## src/design/ptpd_ram.sv

```systemverilog
// Generic single-clock RAM: one write port, one read port, registered read.
// Used for the raw graphics store of the decoder. No dependencies.
`default_nettype none

module ptpd_ram #(
	parameter int WIDTH = 8,
	parameter int DEPTH = 256
) (
	input  wire logic                     clk,
	input  wire logic                     we,
	input  wire logic [$clog2(DEPTH)-1:0] waddr,
	input  wire logic [WIDTH-1:0]         wdata,
	input  wire logic                     re,
	input  wire logic [$clog2(DEPTH)-1:0] raddr,
	output logic      [WIDTH-1:0]         rdata
);

	logic [WIDTH-1:0] mem [DEPTH];

	// Write and registered read
	always_ff @(posedge clk) begin
		if (we) begin
			mem[waddr] <= wdata;
		end
		if (re) begin
			rdata <= mem[raddr];
		end
	end

endmodule

`default_nettype wire

```

## config.mk

```make
export PLATFORM = sky130hd
export DESIGN_NAME = ptpd_ram
export DESIGN_NICKNAME = d
export VERILOG_FILES = /design/src/design/ptpd_ram.sv
export SDC_FILE = /design/constraint.sdc
export NUM_CORES = 2
export LEC_CHECK = 0
export BUFFER_PORTS_ARGS = -buffer_cell sky130_fd_sc_hd__buf_2
export CORE_MARGIN = 2
export CORE_UTILIZATION = 53
export DETAILED_ROUTE_END_ITERATION = 8
export PLACE_DENSITY = 0.78
export SETUP_SLACK_MARGIN = 0.4
export SLEW_MARGIN = 10
export SYNTH_ARGS = -nofsm -noshare
export SYNTH_HDL_FRONTEND = slang
export SYNTH_SLANG_ARGS = --single-unit
```

## constraint.sdc

```tcl
create_clock -name clk -period 2.8 [get_ports clk]
set_input_delay 0 -clock clk [delete_from_list [all_inputs] [get_ports clk]]
set_output_delay 0 -clock clk [all_outputs]
set_load 0.03 [all_outputs]
```

==> results.sh <==
export IMPL_synthCells=3733
export IMPL_avgSynthCellArea_um2=21.3
export IMPL_hold_path_depth=2
export IMPL_clk_path_buf_depth=3
export IMPL_critPathKind="reg2reg"
export IMPL_fin_crit_ps=2490
export IMPL_htree_num_levels=4
export IMPL_timing_final_ws_setup_ps=310
export IMPL_hold_class="in2reg"
export IMPL_rsz0062_at_grt="yes"
export IMPL_die_width_um=392
export IMPL_synth_area_leaders="edfxtp_1 78%, mux4_2 13%, mux2i_1 1.7%"
export IMPL_fin_util=0.615
export IMPL_hold_path_endpoint="rdata[5]"
export IMPL_clkLatencyLatePin_ps=820
export IMPL_placementRows=142
export IMPL_share_comb_of_total_power=0.055
export IMPL_numCtsBuffers=187
export IMPL_arrival_ps=3030
export IMPL_yosys_area_top_type_share=0.775
export IMPL_grt_max_degree=137
export IMPL_die_y_um=392
export IMPL_dr_pass1_iters=6
export IMPL_timing_hold_ws_ps=252
export IMPL_p_leak_nw=29.3
export IMPL_cap_violations=0
export IMPL_timing_rr_start="mem[50][7]"
export IMPL_cpPeakStageDelay_ps=670
export IMPL_clock_sinks=2056
export IMPL_io_pins=35
export IMPL_setup_viol=0
export IMPL_grt_pass1_wl_um=297000
export IMPL_grt_total_usage=0.270
export IMPL_min_delay_start="re"
export IMPL_power_frac_seq=0.543
export IMPL_ir_drop_v=0.000589
export IMPL_synth_seq_cells=2056
export IMPL_switching_share=0.216
export IMPL_fmax_mhz=402
export IMPL_port_buffers=34
export IMPL_cts_setup_buffers=0
export IMPL_start_kind="register"
export IMPL_cts_root_buf="clkbuf_16"
export IMPL_async_flop_share=0
export IMPL_slew_viol_final=0
export IMPL_initial_core_util=0.532
export IMPL_wirelength_um=205000
export IMPL_synth_edff_count=2056
export IMPL_hpwl_um=123000
export IMPL_clkTransAtPathRegs_ps=70
export IMPL_vias=42000
export IMPL_final_fill_count=9709
export IMPL_switchingPower_mw=13.5
export IMPL_drtIter0Drc=6057
export IMPL_gp_congestion=0.872
export IMPL_power_density_nw_per_um2=680
export IMPL_crit_family="simple AND/OR/NAND/NOR gates"
export IMPL_vias_per_cell=6.56
export IMPL_yosys_warnings=0
export IMPL_slowest_stage="nor4_4"
export IMPL_clkPwrFrac=0.401
export IMPL_r2r_cells=5
export IMPL_p_int_mw=49.1
export IMPL_synthFlopType="edfxtp_1"
export IMPL_cts_tree="yes"
export IMPL_ys_seq_area_frac=0.775
export IMPL_netlist_area_um2=79600
export IMPL_drive_gt1_frac=0.298
export IMPL_nets=4264
export IMPL_hold_viol=0
export IMPL_outcome="completed"
export IMPL_netlist_top_cell_by_area="edfxtp_1"
export IMPL_p_total_mw=62.5
export IMPL_syn2layout_area_growth_pct=15.5
export IMPL_path_cells="mux4_2 > o211ai_1 > nand3_2 > nor4_4 > nor4_1"
export IMPL_drt_wirelength_per_cell_um=32.1
export IMPL_path_max_fanout=1
export IMPL_grt_pass1_vias=42200
export IMPL_dieArea_um2=153000
export IMPL_r2r_slack_ps=310
export IMPL_dp_slack_ps=-469
export IMPL_grt_overflow=0
export IMPL_finalCritPeriodShare=0.889
export IMPL_synth_cell_type_count=54
export IMPL_required_ps=3340
export IMPL_endpoint_kind="register"
export IMPL_synthMostInstantiatedCell="edfxtp_1"
export IMPL_synth_common_cells="2056 x edfxtp_1, 454 x mux4_2, 282 x nor2_1"
export IMPL_core_area_um2=150000
export IMPL_antenna_found_initial=8
export IMPL_drc_errors=0
export IMPL_maxSlewHeadroom=0.288
export IMPL_worst_clock_skew_ps=45.5
export IMPL_syn_nets=3760
export IMPL_r2r_end="rdata[7]"
export IMPL_tightest_slew_ps=1070
export IMPL_path_buf_inv=0
export IMPL_antenna_left=0
==> layer usage <==
layer	GRT usage	wire (um)	up-vias
met5	0	89	-
met4	0.120	10400	14
met3	0.0628	25700	558
met2	0.428	98600	3176
met1	0.362	70600	21600
li1	-	-	16700
==> flip-flops by register name, summed over array words and instances, names as in the netlist <==
register,count
mem,2048
rdata,8
==> power groups by stage <==
stage	Sequential, mW	Clock (mW)	Combinational [mW]
after floorplan	34.6	0	1.65
after global placement	34.6	0	3.20
after detailed placement	34.6	0	3.28
after CTS	34.0	25.3	3.38
after global routing	34.0	26.4	3.59
final	34.0	25.1	3.47
==> kinds of logic after synthesis <==
| group | Yosys count | share of synthesized area |
|---|---|---|
| flip-flops | 2056 | 0.775 |
| multiplexers | 591 | 0.146 |
| AND/OR/NAND/NOR | 466 | 0.0263 |
| AO/OA/AOI/OAI | 385 | 0.0342 |
| buffers and inverters | 235 | 0.0183 |
==> through the flow <==
stage	area [um2]	instances	TNS (ps)
6_report	92000	6408	0
2_1_floorplan	79600	3733	0
3_5_place_dp	85500	6044	-2540
4_1_cts	91900	6406	0
3_3_place_gp	85400	6042	-4670
5_1_grt	92000	6408	0
==> worst max-delay path by stage <==
stage	depth (start not counted)	slack, ps	from	endpoint
finish	5	310	mem[50][7]	rdata[7]
global route	8	320	mem[136][0]	rdata[0]
CTS	8	340	mem[136][0]	rdata[0]
detailed placement	8	-470	raddr[0]	rdata[7]
global placement	9	-900	raddr[0]	rdata[3]
floorplan	9	720	raddr[0]	rdata[2]
==> layout by cell type (no fill, tap or decap), drive strengths merged, types with 28 or more instances in the layout <==
cell type / instances
a22oi: 133
clkbuf: 220
mux2i: 134
nor2b: 31
o221ai: 47
o22ai: 28
clkinv: 101
edfxtp: 2056
buf: 520
nand2: 33
nor2: 282
mux4: 456
a21oi: 96
nand3: 34
==> final cells by class <==
cell class / instances / area, um2 / share of cell area
Timing Repair Buffer: 548 / 4890 / 0.0531
Tap cell: 2016 / 2520 / 0.0274
Sequential cell: 2056 / 61700 / 0.671
Antenna cell: 2 / 5.00 / 0.0000544
Clock inverter: 130 / 1240 / 0.0135
Inverter: 2 / 7.51 / 0.0000816
Multi-Input combinational cell: 1442 / 16800 / 0.183
Clock buffer: 212 / 4770 / 0.0519
==> timing repair <==
| item | 4_1_cts | 5_1_grt |
|---|---|---|
| hold buffers | 20 | 0 |
| gates resized for setup | 32 | 19 |
| pin swaps | 11 | 8 |
| setup endpoints to repair | 8 | 15 |
| gates cloned | 0 | 0 |
| hold endpoints to repair | 995 | 0 |
No activity file was read; power rests on OpenSTA's default activity.
